**config.mk**
```make
export PLATFORM = sky130hd
export DESIGN_NAME = hsv_to_ws2812_spi_encoder_flat
export DESIGN_NICKNAME = d
export VERILOG_FILES = /design/src/design/hsve_pkg.sv /design/src/design/hsve_if.sv /design/src/design/hsve_color_pipe.sv /design/src/design/hsve_serializer.sv /design/src/design/hsv_to_ws2812_spi_encoder.sv /design/src/flat_wrapper.sv
export SDC_FILE = /design/constraint.sdc
export NUM_CORES = 1
export LEC_CHECK = 0
export BUFFER_PORTS_ARGS = -buffer_cell sky130_fd_sc_hd__buf_2
export CAP_MARGIN = 20
export CORE_AREA = 2 2 175 177
export DETAILED_ROUTE_END_ITERATION = 8
export DIE_AREA = 0 0 177 179
export PLACE_DENSITY_LB_ADDON = 0.05
export SYNTH_ARGS = -nofsm -noshare
export SYNTH_HDL_FRONTEND = slang
export SYNTH_SLANG_ARGS = --single-unit
```
**constraint.sdc**
```tcl
create_clock -name clk_i -period 6.1 [get_ports clk_i]
set_input_delay 0.61 -clock clk_i [delete_from_list [all_inputs] [get_ports clk_i]]
set_output_delay 0.61 -clock clk_i [all_outputs]
set_load 0.03 [all_outputs]
```
**src/design/hsve_pkg.sv**
```systemverilog
// ----------------------------------------------------------------------------
// hsve_pkg
// Shared widths, reset values and register codes for the hsv to ws2812 spi
// encoder.
// ----------------------------------------------------------------------------
package hsve_pkg;

  localparam int unsigned ColorW        = 8;
  localparam int unsigned HueW          = 9;
  localparam int unsigned WordW         = 3 * ColorW;
  localparam int unsigned DefBitsPerLed = 24;

  localparam int unsigned CfgIdxW  = 1;
  localparam int unsigned CfgDataW = 8;

  localparam logic [CfgIdxW-1:0] CfgOnePattern  = 1'd0;
  localparam logic [CfgIdxW-1:0] CfgZeroPattern = 1'd1;

  localparam logic [CfgDataW-1:0] OnePatternReset  = 8'd120;
  localparam logic [CfgDataW-1:0] ZeroPatternReset = 8'd96;

  localparam logic [0:0] CmdRgb = 1'b0;
  localparam logic [0:0] CmdHsv = 1'b1;

endpackage

```
**src/design/hsve_if.sv**
```systemverilog
// ----------------------------------------------------------------------------
// hsve_in_if / hsve_out_if
// Valid/ready channels for color beats in and encoded spi byte beats out.
// ----------------------------------------------------------------------------
interface hsve_in_if
  import hsve_pkg::*;
();
  logic            valid;
  logic            ready;
  logic            cmd;
  logic [HueW-1:0] hue;
  logic [ColorW-1:0] saturation;
  logic [ColorW-1:0] brightness;
  logic [ColorW-1:0] red;
  logic [ColorW-1:0] green;
  logic [ColorW-1:0] blue;

  modport source (output valid, cmd, hue, saturation, brightness, red, green, blue,
                  input ready);
  modport sink   (input valid, cmd, hue, saturation, brightness, red, green, blue,
                  output ready);
endinterface

interface hsve_out_if
  import hsve_pkg::*;
();
  logic              valid;
  logic              ready;
  logic [ColorW-1:0] spi_byte;
  logic              last;

  modport source (output valid, spi_byte, last, input ready);
  modport sink   (input valid, spi_byte, last, output ready);
endinterface

```
**src/design/hsve_color_pipe.sv**
```systemverilog
// ----------------------------------------------------------------------------
// hsve_color_pipe
// Five stage pipeline turning a color beat (rgb or hsv) into the 24-bit
// green:red:blue word, with per-stage valid bits and stall propagation.
// ----------------------------------------------------------------------------
module hsve_color_pipe
  import hsve_pkg::*;
(
  input  logic             clk_i,
  input  logic             rst_ni,
  hsve_in_if.sink          in_i,
  output logic             word_valid_o,
  input  logic             word_ready_i,
  output logic [WordW-1:0] word_o
);

  localparam logic [HueW-1:0] Deg360 = 9'd360;

  logic [4:0] valid_q;
  logic [4:0] en;

  // stage 1
  logic              s1_cmd_q;
  logic [WordW-1:0]  s1_rgb_q;
  logic [ColorW-1:0] s1_v_q;
  logic [2:0]        s1_sector_q;
  logic [5:0]        s1_rem_q;
  logic [15:0]       s1_prod_q;
  // stage 2
  logic              s2_cmd_q;
  logic [WordW-1:0]  s2_rgb_q;
  logic [ColorW-1:0] s2_v_q;
  logic [2:0]        s2_sector_q;
  logic [ColorW-1:0] s2_c_q;
  logic [6:0]        s2_rsel_q;
  // stage 3
  logic              s3_cmd_q;
  logic [WordW-1:0]  s3_rgb_q;
  logic [2:0]        s3_sector_q;
  logic [ColorW-1:0] s3_c_q;
  logic [ColorW-1:0] s3_m_q;
  logic [14:0]       s3_prod_q;
  // stage 4
  logic              s4_cmd_q;
  logic [WordW-1:0]  s4_rgb_q;
  logic [2:0]        s4_sector_q;
  logic [ColorW-1:0] s4_c_q;
  logic [ColorW-1:0] s4_m_q;
  logic [ColorW-1:0] s4_x_q;
  // stage 5
  logic [WordW-1:0]  s5_word_q;

  logic [HueW-1:0]   hue_wrap;
  logic [2:0]        sector;
  logic [HueW-1:0]   sector_base;
  logic [HueW-1:0]   rem_full;
  logic [16:0]       div255_sum;
  logic [29:0]       div60_prod;
  logic [ColorW-1:0] ch_r;
  logic [ColorW-1:0] ch_g;
  logic [ColorW-1:0] ch_b;
  logic [ColorW:0]   sum_c;
  logic [ColorW:0]   sum_x;
  logic [ColorW-1:0] sat_c;
  logic [ColorW-1:0] sat_x;
  logic [WordW-1:0]  word_d;

  assign en[4] = !valid_q[4] || word_ready_i;
  assign en[3] = !valid_q[3] || en[4];
  assign en[2] = !valid_q[2] || en[3];
  assign en[1] = !valid_q[1] || en[2];
  assign en[0] = !valid_q[0] || en[1];

  assign in_i.ready   = en[0];
  assign word_valid_o = valid_q[4];
  assign word_o       = s5_word_q;

  // hue wrap and sector split
  always_comb begin
    hue_wrap = (in_i.hue >= Deg360) ? in_i.hue - Deg360 : in_i.hue;
    if (hue_wrap >= 9'd300) begin
      sector = 3'd5; sector_base = 9'd300;
    end else if (hue_wrap >= 9'd240) begin
      sector = 3'd4; sector_base = 9'd240;
    end else if (hue_wrap >= 9'd180) begin
      sector = 3'd3; sector_base = 9'd180;
    end else if (hue_wrap >= 9'd120) begin
      sector = 3'd2; sector_base = 9'd120;
    end else if (hue_wrap >= 9'd60) begin
      sector = 3'd1; sector_base = 9'd60;
    end else begin
      sector = 3'd0; sector_base = 9'd0;
    end
    rem_full = hue_wrap - sector_base;
  end

  // floor(p/255) for p up to 255*255
  assign div255_sum = {1'b0, s1_prod_q} + 17'd1 + {9'd0, s1_prod_q[15:8]};

  // floor(n/60) by reciprocal, exact for n up to 255*60
  assign div60_prod = {15'd0, s3_prod_q} * 30'd17477;

  always_comb begin
    sum_c = {1'b0, s4_m_q} + {1'b0, s4_c_q};
    sum_x = {1'b0, s4_m_q} + {1'b0, s4_x_q};
    sat_c = sum_c[ColorW] ? {ColorW{1'b1}} : sum_c[ColorW-1:0];
    sat_x = sum_x[ColorW] ? {ColorW{1'b1}} : sum_x[ColorW-1:0];
    ch_r  = s4_m_q;
    ch_g  = s4_m_q;
    ch_b  = s4_m_q;
    case (s4_sector_q)
      3'd0: begin ch_r = sat_c; ch_g = sat_x; end
      3'd1: begin ch_g = sat_c; ch_r = sat_x; end
      3'd2: begin ch_g = sat_c; ch_b = sat_x; end
      3'd3: begin ch_b = sat_c; ch_g = sat_x; end
      3'd4: begin ch_b = sat_c; ch_r = sat_x; end
      3'd5: begin ch_r = sat_c; ch_b = sat_x; end
      default: begin end
    endcase
    if (s4_cmd_q == CmdHsv) begin
      word_d = {ch_g, ch_r, ch_b};
    end else begin
      word_d = s4_rgb_q;
    end
  end

  always_ff @(posedge clk_i or negedge rst_ni) begin
    if (!rst_ni) begin
      valid_q <= '0;
    end else begin
      if (en[0]) valid_q[0] <= in_i.valid;
      if (en[1]) valid_q[1] <= valid_q[0];
      if (en[2]) valid_q[2] <= valid_q[1];
      if (en[3]) valid_q[3] <= valid_q[2];
      if (en[4]) valid_q[4] <= valid_q[3];
    end
  end

  always_ff @(posedge clk_i) begin
    if (en[0]) begin
      s1_cmd_q    <= in_i.cmd;
      s1_rgb_q    <= {in_i.green, in_i.red, in_i.blue};
      s1_v_q      <= in_i.brightness;
      s1_sector_q <= sector;
      s1_rem_q    <= rem_full[5:0];
      s1_prod_q   <= {8'd0, in_i.brightness} * {8'd0, in_i.saturation};
    end
    if (en[1]) begin
      s2_cmd_q    <= s1_cmd_q;
      s2_rgb_q    <= s1_rgb_q;
      s2_v_q      <= s1_v_q;
      s2_sector_q <= s1_sector_q;
      s2_c_q      <= div255_sum[15:8];
      s2_rsel_q   <= s1_sector_q[0] ? 7'd60 - {1'b0, s1_rem_q} : {1'b0, s1_rem_q};
    end
    if (en[2]) begin
      s3_cmd_q    <= s2_cmd_q;
      s3_rgb_q    <= s2_rgb_q;
      s3_sector_q <= s2_sector_q;
      s3_c_q      <= s2_c_q;
      s3_m_q      <= s2_v_q - s2_c_q;
      s3_prod_q   <= {7'd0, s2_c_q} * {8'd0, s2_rsel_q};
    end
    if (en[3]) begin
      s4_cmd_q    <= s3_cmd_q;
      s4_rgb_q    <= s3_rgb_q;
      s4_sector_q <= s3_sector_q;
      s4_c_q      <= s3_c_q;
      s4_m_q      <= s3_m_q;
      s4_x_q      <= div60_prod[27:20];
    end
    if (en[4]) begin
      s5_word_q   <= word_d;
    end
  end

endmodule

```
**src/design/hsve_serializer.sv**
```systemverilog
// ----------------------------------------------------------------------------
// hsve_serializer
// Shifts the color word out msb first, one encoded spi byte beat per bit,
// padding with the zero pattern and flagging the final beat.
// ----------------------------------------------------------------------------
module hsve_serializer
  import hsve_pkg::*;
#(
  parameter int unsigned BITS_PER_LED = DefBitsPerLed
) (
  input  logic                clk_i,
  input  logic                rst_ni,
  input  logic                word_valid_i,
  output logic                word_ready_o,
  input  logic [WordW-1:0]    word_i,
  input  logic [CfgDataW-1:0] one_pattern_i,
  input  logic [CfgDataW-1:0] zero_pattern_i,
  hsve_out_if.source          out_o
);

  localparam int unsigned CntW = $clog2(BITS_PER_LED + 1);
  localparam logic [CntW-1:0] CntLoad = CntW'(BITS_PER_LED - 1);

  logic [WordW-1:0]  shift_d, shift_q;
  logic [CntW-1:0]   left_d, left_q;
  logic              valid_d, valid_q;
  logic [ColorW-1:0] byte_d, byte_q;
  logic              last_d, last_q;
  logic              advance;

  assign advance      = !valid_q || out_o.ready;
  assign word_ready_o = advance && (left_q == '0);

  assign out_o.valid    = valid_q;
  assign out_o.spi_byte = byte_q;
  assign out_o.last     = last_q;

  always_comb begin
    shift_d = shift_q;
    left_d  = left_q;
    valid_d = valid_q;
    byte_d  = byte_q;
    last_d  = last_q;
    if (advance) begin
      if (left_q != '0) begin
        byte_d  = shift_q[WordW-1] ? one_pattern_i : zero_pattern_i;
        last_d  = (left_q == CntW'(1));
        shift_d = {shift_q[WordW-2:0], 1'b0};
        left_d  = left_q - CntW'(1);
        valid_d = 1'b1;
      end else if (word_valid_i) begin
        byte_d  = word_i[WordW-1] ? one_pattern_i : zero_pattern_i;
        last_d  = (CntLoad == '0);
        shift_d = {word_i[WordW-2:0], 1'b0};
        left_d  = CntLoad;
        valid_d = 1'b1;
      end else begin
        valid_d = 1'b0;
      end
    end
  end

  always_ff @(posedge clk_i or negedge rst_ni) begin
    if (!rst_ni) begin
      valid_q <= 1'b0;
      left_q  <= '0;
      shift_q <= '0;
    end else begin
      valid_q <= valid_d;
      left_q  <= left_d;
      shift_q <= shift_d;
    end
  end

  always_ff @(posedge clk_i) begin
    if (advance) begin
      byte_q <= byte_d;
      last_q <= last_d;
    end
  end

endmodule

```
**src/design/hsv_to_ws2812_spi_encoder.sv**
```systemverilog
// ----------------------------------------------------------------------------
// hsv_to_ws2812_spi_encoder
// Color beats (rgb or hsv) in, BITS_PER_LED encoded spi byte beats out per color.
// A color beat passes the 5 pipe stages and then the serializer byte register.
// Throughput: one byte beat per cycle unless out_o stalls; the color pipe takes a
// beat a cycle unless stalled; the serializer loads the next color with its last beat.
// Reset: clears all valid bits and the bit counter; one/zero patterns to 120/96.
// ----------------------------------------------------------------------------
module hsv_to_ws2812_spi_encoder
  import hsve_pkg::*;
#(
  parameter int unsigned BITS_PER_LED = DefBitsPerLed
) (
  input  logic                clk_i,
  input  logic                rst_ni,
  input  logic                cfg_we_i,
  input  logic [CfgIdxW-1:0]  cfg_idx_i,
  input  logic [CfgDataW-1:0] cfg_data_i,
  hsve_in_if.sink             in_i,
  hsve_out_if.source          out_o
);

  logic [CfgDataW-1:0] one_pattern_q;
  logic [CfgDataW-1:0] zero_pattern_q;
  logic                word_valid;
  logic                word_ready;
  logic [WordW-1:0]    word;

  always_ff @(posedge clk_i or negedge rst_ni) begin
    if (!rst_ni) begin
      one_pattern_q  <= OnePatternReset;
      zero_pattern_q <= ZeroPatternReset;
    end else if (cfg_we_i) begin
      case (cfg_idx_i)
        CfgOnePattern:  one_pattern_q  <= cfg_data_i;
        CfgZeroPattern: zero_pattern_q <= cfg_data_i;
        default: begin end
      endcase
    end
  end

  hsve_color_pipe u_color_pipe (
    .clk_i        (clk_i),
    .rst_ni       (rst_ni),
    .in_i         (in_i),
    .word_valid_o (word_valid),
    .word_ready_i (word_ready),
    .word_o       (word)
  );

  hsve_serializer #(
    .BITS_PER_LED (BITS_PER_LED)
  ) u_serializer (
    .clk_i          (clk_i),
    .rst_ni         (rst_ni),
    .word_valid_i   (word_valid),
    .word_ready_o   (word_ready),
    .word_i         (word),
    .one_pattern_i  (one_pattern_q),
    .zero_pattern_i (zero_pattern_q),
    .out_o          (out_o)
  );

endmodule

```
**src/flat_wrapper.sv**
```systemverilog
// flat-port wrapper written by rule: the top's interface ports become plain ports
module hsv_to_ws2812_spi_encoder_flat import hsve_pkg::*;
#(
  parameter int unsigned BITS_PER_LED = DefBitsPerLed
)
  (clk_i, rst_ni, cfg_we_i, cfg_idx_i, cfg_data_i, in_i_valid, in_i_cmd, in_i_hue, in_i_saturation, in_i_brightness, in_i_red, in_i_green, in_i_blue, in_i_ready, out_o_valid, out_o_spi_byte, out_o_last, out_o_ready);
  hsve_in_if in_i_i ();
  hsve_out_if out_o_i ();
  input  logic clk_i;
  input  logic rst_ni;
  input  logic cfg_we_i;
  input  logic [CfgIdxW-1:0] cfg_idx_i;
  input  logic [CfgDataW-1:0] cfg_data_i;
  input wire logic [$bits(in_i_i.valid)-1:0] in_i_valid;
  input wire logic [$bits(in_i_i.cmd)-1:0] in_i_cmd;
  input wire logic [$bits(in_i_i.hue)-1:0] in_i_hue;
  input wire logic [$bits(in_i_i.saturation)-1:0] in_i_saturation;
  input wire logic [$bits(in_i_i.brightness)-1:0] in_i_brightness;
  input wire logic [$bits(in_i_i.red)-1:0] in_i_red;
  input wire logic [$bits(in_i_i.green)-1:0] in_i_green;
  input wire logic [$bits(in_i_i.blue)-1:0] in_i_blue;
  output wire logic [$bits(in_i_i.ready)-1:0] in_i_ready;
  output wire logic [$bits(out_o_i.valid)-1:0] out_o_valid;
  output wire logic [$bits(out_o_i.spi_byte)-1:0] out_o_spi_byte;
  output wire logic [$bits(out_o_i.last)-1:0] out_o_last;
  input wire logic [$bits(out_o_i.ready)-1:0] out_o_ready;
  assign in_i_i.valid = in_i_valid;
  assign in_i_i.cmd = in_i_cmd;
  assign in_i_i.hue = in_i_hue;
  assign in_i_i.saturation = in_i_saturation;
  assign in_i_i.brightness = in_i_brightness;
  assign in_i_i.red = in_i_red;
  assign in_i_i.green = in_i_green;
  assign in_i_i.blue = in_i_blue;
  assign in_i_ready = in_i_i.ready;
  assign out_o_valid = out_o_i.valid;
  assign out_o_spi_byte = out_o_i.spi_byte;
  assign out_o_last = out_o_i.last;
  assign out_o_i.ready = out_o_ready;
  hsv_to_ws2812_spi_encoder #(.BITS_PER_LED(BITS_PER_LED)) u_core (.clk_i(clk_i), .rst_ni(rst_ni), .cfg_we_i(cfg_we_i), .cfg_idx_i(cfg_idx_i), .cfg_data_i(cfg_data_i), .in_i(in_i_i), .out_o(out_o_i));
endmodule
```
* After elaboration in Yosys (flattened, before gate mapping)
Index checks and enable logic that the tools add are counted.
Word-level totals: bits in registers 304, bits of input ports 64, word-level logic and storage cells 120
Operators by class: add/subtract/negate cells 9, $mul 3, $lt $le $gt $ge 6, eq/ne operators 6, multiplexer cells 29, bitwise logic cells 1, reductions and logical operators 27
Operators by type and width (count):
- two-way mux 24 bit | 3
- two-way mux 8 bit | 6
- case mux 8 bit (2 select lines) | 3
- two-way mux 6 bit | 6
- multiplier 15 x 15 -> 28 bit, second input constant | 1
- adder 8 x 8 -> 9 bit | 2
- >= comparator 9 x 8 -> 1 bit, second input constant | 2
- >= comparator 9 bit, second input constant | 2
- adder 16 x 1 -> 16 bit, second input constant | 1
- adder 16 x 8 -> 16 bit | 1
- multiplier 8 x 8 -> 16 bit | 1
- multiplier 8 x 7 -> 15 bit | 1
- OR reduction 2 bit | 7
- two-way mux 5 bit | 2
- >= comparator 9 x 6 -> 1 bit, second input constant | 1
- >= comparator 9 x 7 -> 1 bit, second input constant | 1
- two-way mux 9 bit | 1
- subtractor 9 bit, second input constant | 1
- subtractor 8 bit | 1
- subtractor 6 x 6 -> 7 bit, first input constant | 1
- == test 3 x 2 -> 1 bit, second input constant | 2
- == test 3 bit, second input constant | 2
- zero test 1 bit | 6
- logical OR 1 bit | 6
- other kinds (13) | 21

* Depth between registers and ports, before layout
word-level depth 9, gate-level depth with buffers 18, gate-level depth less buffers 18

* Cells and area by module
From an unflattened synthesis, not the netlist that was laid out.
Unflattened totals: cell total of the unflattened synthesis 1553, area, all modules 18760.5 um^2
Modules (own cells, without submodules):
- hsve_color_pipe | instances 1, cells each 1362, area an instance 16404.5 um^2, sequential area each 7452.1 um^2
- hsve_serializer | instances 1, cells each 156, area an instance 1706.6 um^2, sequential area each 996.0 um^2
- hsv_to_ws2812_spi_encoder | instances 1, cells each 35, area an instance 649.4 um^2, sequential area each 407.9 um^2

* Worst setup path before layout
No wires, ideal clock.
path type in2reg, from input out_o_ready, to register u_core.u_color_pipe.s1_cmd_q, enable pin, setup time 0.716 ns, data arrival time 4.392 ns, data required time 5.384 ns, slack 0.991 ns, stages 5, path buffers 0, cells stage by stage nand2b_1 > nand2_1 > nand4_1 > nor2_1 > nand2_1
Between the ends: word-level cells in the longest chain between the ends 7
RTL lines:
- start: declaration | RTL line flat_wrapper.sv:26 | input wire logic [$bits(out_o_i.ready)-1:0] out_o_ready;
- logical OR 1 bit | RTL line hsve_serializer.sv:31 | assign advance = !valid_q || out_o.ready;
- logical AND 1 bit | RTL line hsve_serializer.sv:32 | assign word_ready_o = advance && (left_q == '0);
- logical OR 1 bit | RTL line hsve_color_pipe.sv:68 | assign en[4] = !valid_q[4] || word_ready_i;
- logical OR 1 bit | RTL line hsve_color_pipe.sv:69 | assign en[3] = !valid_q[3] || en[4];
- logical OR 1 bit | RTL line hsve_color_pipe.sv:70 | assign en[2] = !valid_q[2] || en[3];
- via u_core.u_color_pipe.en[2] | RTL line hsve_color_pipe.sv:20 | logic [4:0] en;
- logical OR 1 bit | RTL line hsve_color_pipe.sv:71 | assign en[1] = !valid_q[1] || en[2];
- logical OR 1 bit | RTL line hsve_color_pipe.sv:72 | assign en[0] = !valid_q[0] || en[1];
- via in_i_ready | RTL line flat_wrapper.sv:22 | output wire logic [$bits(in_i_i.ready)-1:0] in_i_ready;
- end signal: assignment | RTL line hsve_color_pipe.sv:141 | s1_cmd_q <= in_i.cmd;
- end: declaration | RTL line hsve_color_pipe.sv:23 | logic s1_cmd_q;
The timed path passes the listed nets, and every way through them passes these cells. A chain may end at the register's enable or synchronous reset.

* Worst setup path after layout
from register u_core.u_color_pipe.s3_prod_q[2], to register u_core.u_color_pipe.s4_x_q[7], data pin
Between the ends: word-level cells in the longest chain between the ends 1
RTL lines:
- start: declaration | RTL line hsve_color_pipe.sv:42 | logic [14:0] s3_prod_q;
- start signal: assignment | RTL line hsve_color_pipe.sv:162 | s3_prod_q <= {7'd0, s2_c_q} * {8'd0, s2_rsel_q};
- multiplier 15 x 15 -> 28 bit | RTL line hsve_color_pipe.sv:101 | assign div60_prod = {15'd0, s3_prod_q} * 30'd17477;
- via u_core.u_color_pipe.div60_prod[27] | RTL line hsve_color_pipe.sv:58 | logic [29:0] div60_prod;
- end signal: assignment | RTL line hsve_color_pipe.sv:170 | s4_x_q <= div60_prod[27:20];
- end: declaration | RTL line hsve_color_pipe.sv:49 | logic [ColorW-1:0] s4_x_q;
The timed path passes the listed nets, and every way through them passes these cells.

==> out/metrics.cfg <==
[run_status]
status = finished clean

[synth]
yosysTopAreaCellShare_pct = 40.84
syn_avg_cell_area_um2 = 11.98
yosys.area_share.simple_pct = 10.28
synth_xor_area_share_pct = 3.202
synth_compound_area_share_pct = 8.334
synth_top_family_by_area = adder cells
ys_seq_area_share_pct = 47.61
synth_edf_count = 253
synth_area_mm2 = 0.01860
syn_nets = 1913
ys_top_cells_by_count = edfxtp_1, ha_1, inv_1, nand2_1, fa_1
synth-seq-cells = 303
synth_fa_ha_area_share_pct = 23.52
yosys_warnings = 0
synth_area_leader_cell = edfxtp_1
synthMostInstantiatedCell = edfxtp_1
synthFlopType = edfxtp_1
synthMuxAreaShare_pct = 3.027
async_flop_share_pct = 16.50
synth.area.top_cells = edfxtp_1, ha_1, fa_1
post_synth_num_cell_types = 66
syn_inst = 1553

[sta]
setup_tns_ps = 0
finClkSkew_ps = 12.56
maxSlewHeadroom_pct = 33.48
setup_violations = 0
drv_slew = 0
rsz0062_at_grt = false
worst_slew_pin_slew_ps = 970.1
min_period_ps = 5100
setup_slack_ps = 1000
hold_violations = 0
fmax_mhz = 196.1
period_share_pct = 83.60

[finish]
area_growth_pct = 10.49
diodes = 0
drive_gt1_share_pct = 11.14
final_nets = 2005

[place]
dp_hpwl_um = 25470
finalWeightedCongestion = 0.8972
port_buffers = 74
preCtsSetupSlack_ps = 1055

[power]
power.density_mw_per_mm2 = 294.3
comb_power_share_pct = 24.3
pwr-share-seq_pct = 43.2
p_sw_w = 0.001731
max-vdd-ir-drop_uv = 233.6
internal-power_w = 0.004318
p_leak_nw = 8.928
switching_share_pct = 28.62
p_clk_share_pct = 32.5

[global_route]
grt_pass1_vias = 11500
grt_overflow = 0
grt_pass1_wl_um = 57500
grt_max_degree = 62
globalRouteTotalUtil_pct = 22.81
antenna_found_initial = 0

[clocking]
htreeDepth = 1
cts_root_buffer = clkbuf_16
insertion_delay_ps = 560
numCtsBuffers = 31
postCtsSetupBuffers = 0
path_clk_slew_ps = 60
post_cts_resized = 0
clockBufferDepth = 3
cts_hold_buf = 0
cts_num_sinks = 303
cts_tree = done

[die]
initial_core_util_pct = 61.95
die-area_mm2 = 0.03168
rows = 64
fp.dieH_um = 179
ios = 75
die_w_um = 177
core_area_mm2 = 0.03003

[critical_path]
crit_type = flop to flop
worst_ep_arrival_time_ps = 5400
crit_path_start_kind = flop
cp_max_fo = 4
rr_worst_depth = 16
cp_data_required_time_ps = 6410
endpoint_kind = flop

[route]
drt_iter0_markers = 691
dr.pass1.iters = 5
wl_per_cell_um = 16.68
antenna_left = 0
drcViolationCount = 0
vias = 11440
wirelength_um = 34470
avgViaCountPerCell = 5.536

[min_path]
hp-class = input pin to async pin

[flow_run]
max_cap_violations = 0

==> cell type report <==
class                   count  area [µm²]
fillers                  2266        9475
multi-input cells        1051        9009
flip-flops and latches    303        8856
clock buffers              35       790.8
inverters                 175       656.9
well taps                 396       495.5
repair buffers             83       457.9
clock inverters            23       287.8
==> cells in the final DEF (no fill, tap or decap), drive strengths merged, types with 12 or more instances in the layout <==
cell	instances
o211ai	13
a31oi	22
and2	83
dfrtp	44
mux2	24
a21oi	54
o21a	12
nand2b	12
xor2	14
nand2	136
fa	88
nor3	19
buf	83
a211oi	15
nor2	76
xnor2	54
o21ai	66
mux2i	28
nand3	20
inv	178
edfxtp	253
ha	208
clkbuf	35
nor2b	13
==> worst max-delay path, cell delays in order (launching register included) <==
cell and delay [ps]:
edfxtp_1 460, ha_1 370, inv_1 80, fa_1 490
fa_1 510, inv_1 40, ha_1 290, ha_1 300
ha_1 330, a211oi_1 250, a21oi_1 100, nor3_1 230
a31oi_1 180, o41ai_1 600, o2111ai_1 290, a21oi_1 240
xnor2_1 80
==> final timing paths <==
| kind | from | slack, ps | endpoint |
|---|---|---|---|
| setup / recovery | u_core.u_color_pipe.s3_prod_q[2]$_DFFE_PP_ | 1000 | u_core.u_color_pipe.s4_x_q[7]$_DFFE_PP_ |
| hold / removal | rst_ni | 150 | u_core.u_serializer.left_q[2]$_DFFE_PN0P_ |
| setup reg to reg | u_core.u_color_pipe.s3_prod_q[2]$_DFFE_PP_ | 1000 | u_core.u_color_pipe.s4_x_q[7]$_DFFE_PP_ |
| hold reg to reg | u_core.u_color_pipe.s3_rgb_q[3]$_DFFE_PP_ | 420 | u_core.u_color_pipe.s4_rgb_q[3]$_DFFE_PP_ |
| max in group asynchronous | rst_ni | 5490 | u_core.zero_pattern_q[3]$_DFFE_PN0P_ |
| min in group clk_i | in_i_red[4] | 210 | u_core.u_color_pipe.s1_rgb_q[12]$_DFFE_PP_ |
==> power by group through the flow <==
stage	Clock, W	Combinational, W	Sequential [W]
after global routing	0.00210	0.00170	0.00263
after global placement	0	0.00144	0.00265
after floorplan	0	0.00112	0.00264
after detailed placement	0	0.00147	0.00265
after CTS	0.00202	0.00149	0.00261
final	0.00197	0.00147	0.00261
==> flip-flops by register name, indices dropped and copies added, names as in the netlist, 15 cells and up <==
register / cells
u_core.u_serializer.shift_q: 23
u_core.u_color_pipe.s4_rgb_q: 24
u_core.u_color_pipe.s3_prod_q: 15
u_core.u_color_pipe.s1_prod_q: 16
u_core.u_color_pipe.s2_rgb_q: 24
u_core.u_color_pipe.s3_rgb_q: 24
u_core.u_color_pipe.word_o: 24
u_core.u_color_pipe.s1_rgb_q: 24
==> through the flow <==
| stage | cells | hold WS (ps) | util, % | total power (W) | instance area (µm²) |
|---|---|---|---|---|---|
| floorplan | 1553 | 314.4 | - | 0.003764 | 18600 |
| CTS | 2064 | 167.7 | 68.33 | 0.006117 | 20520 |
| finish | 2066 | 153.7 | 68.45 | 0.006049 | 20550 |
| detailed placement | 2006 | 404.5 | 64.74 | 0.004125 | 19440 |
| global route | 2066 | 187.0 | 68.45 | 0.006424 | 20550 |
| global placement | 2006 | 400.4 | 64.74 | 0.004082 | 19440 |
==> per-layer routing <==
metal | share of wire [%] | up-vias | wire (µm) | track usage [%]
li1 | - | 5654 | - | -
met1 | 46 | 5459 | 15770 | 31.98
met2 | 47 | 270 | 16270 | 37.76
met3 | 4.8 | 54 | 1663 | 3.393
met4 | 2.2 | 0 | 772 | 5.510
met5 | 0 | - | 0 | 0
==> logic make-up after synthesis <==
kind of cell | Yosys count
muxes | 52
and+or+nand+nor | 393
AOI/OAI and AO/OA | 241
buffers and inverters | 199
adders and majority gates | 297
xor gates and xnor gates | 68
DFF | 303
(Power assumes the default switching activity.)
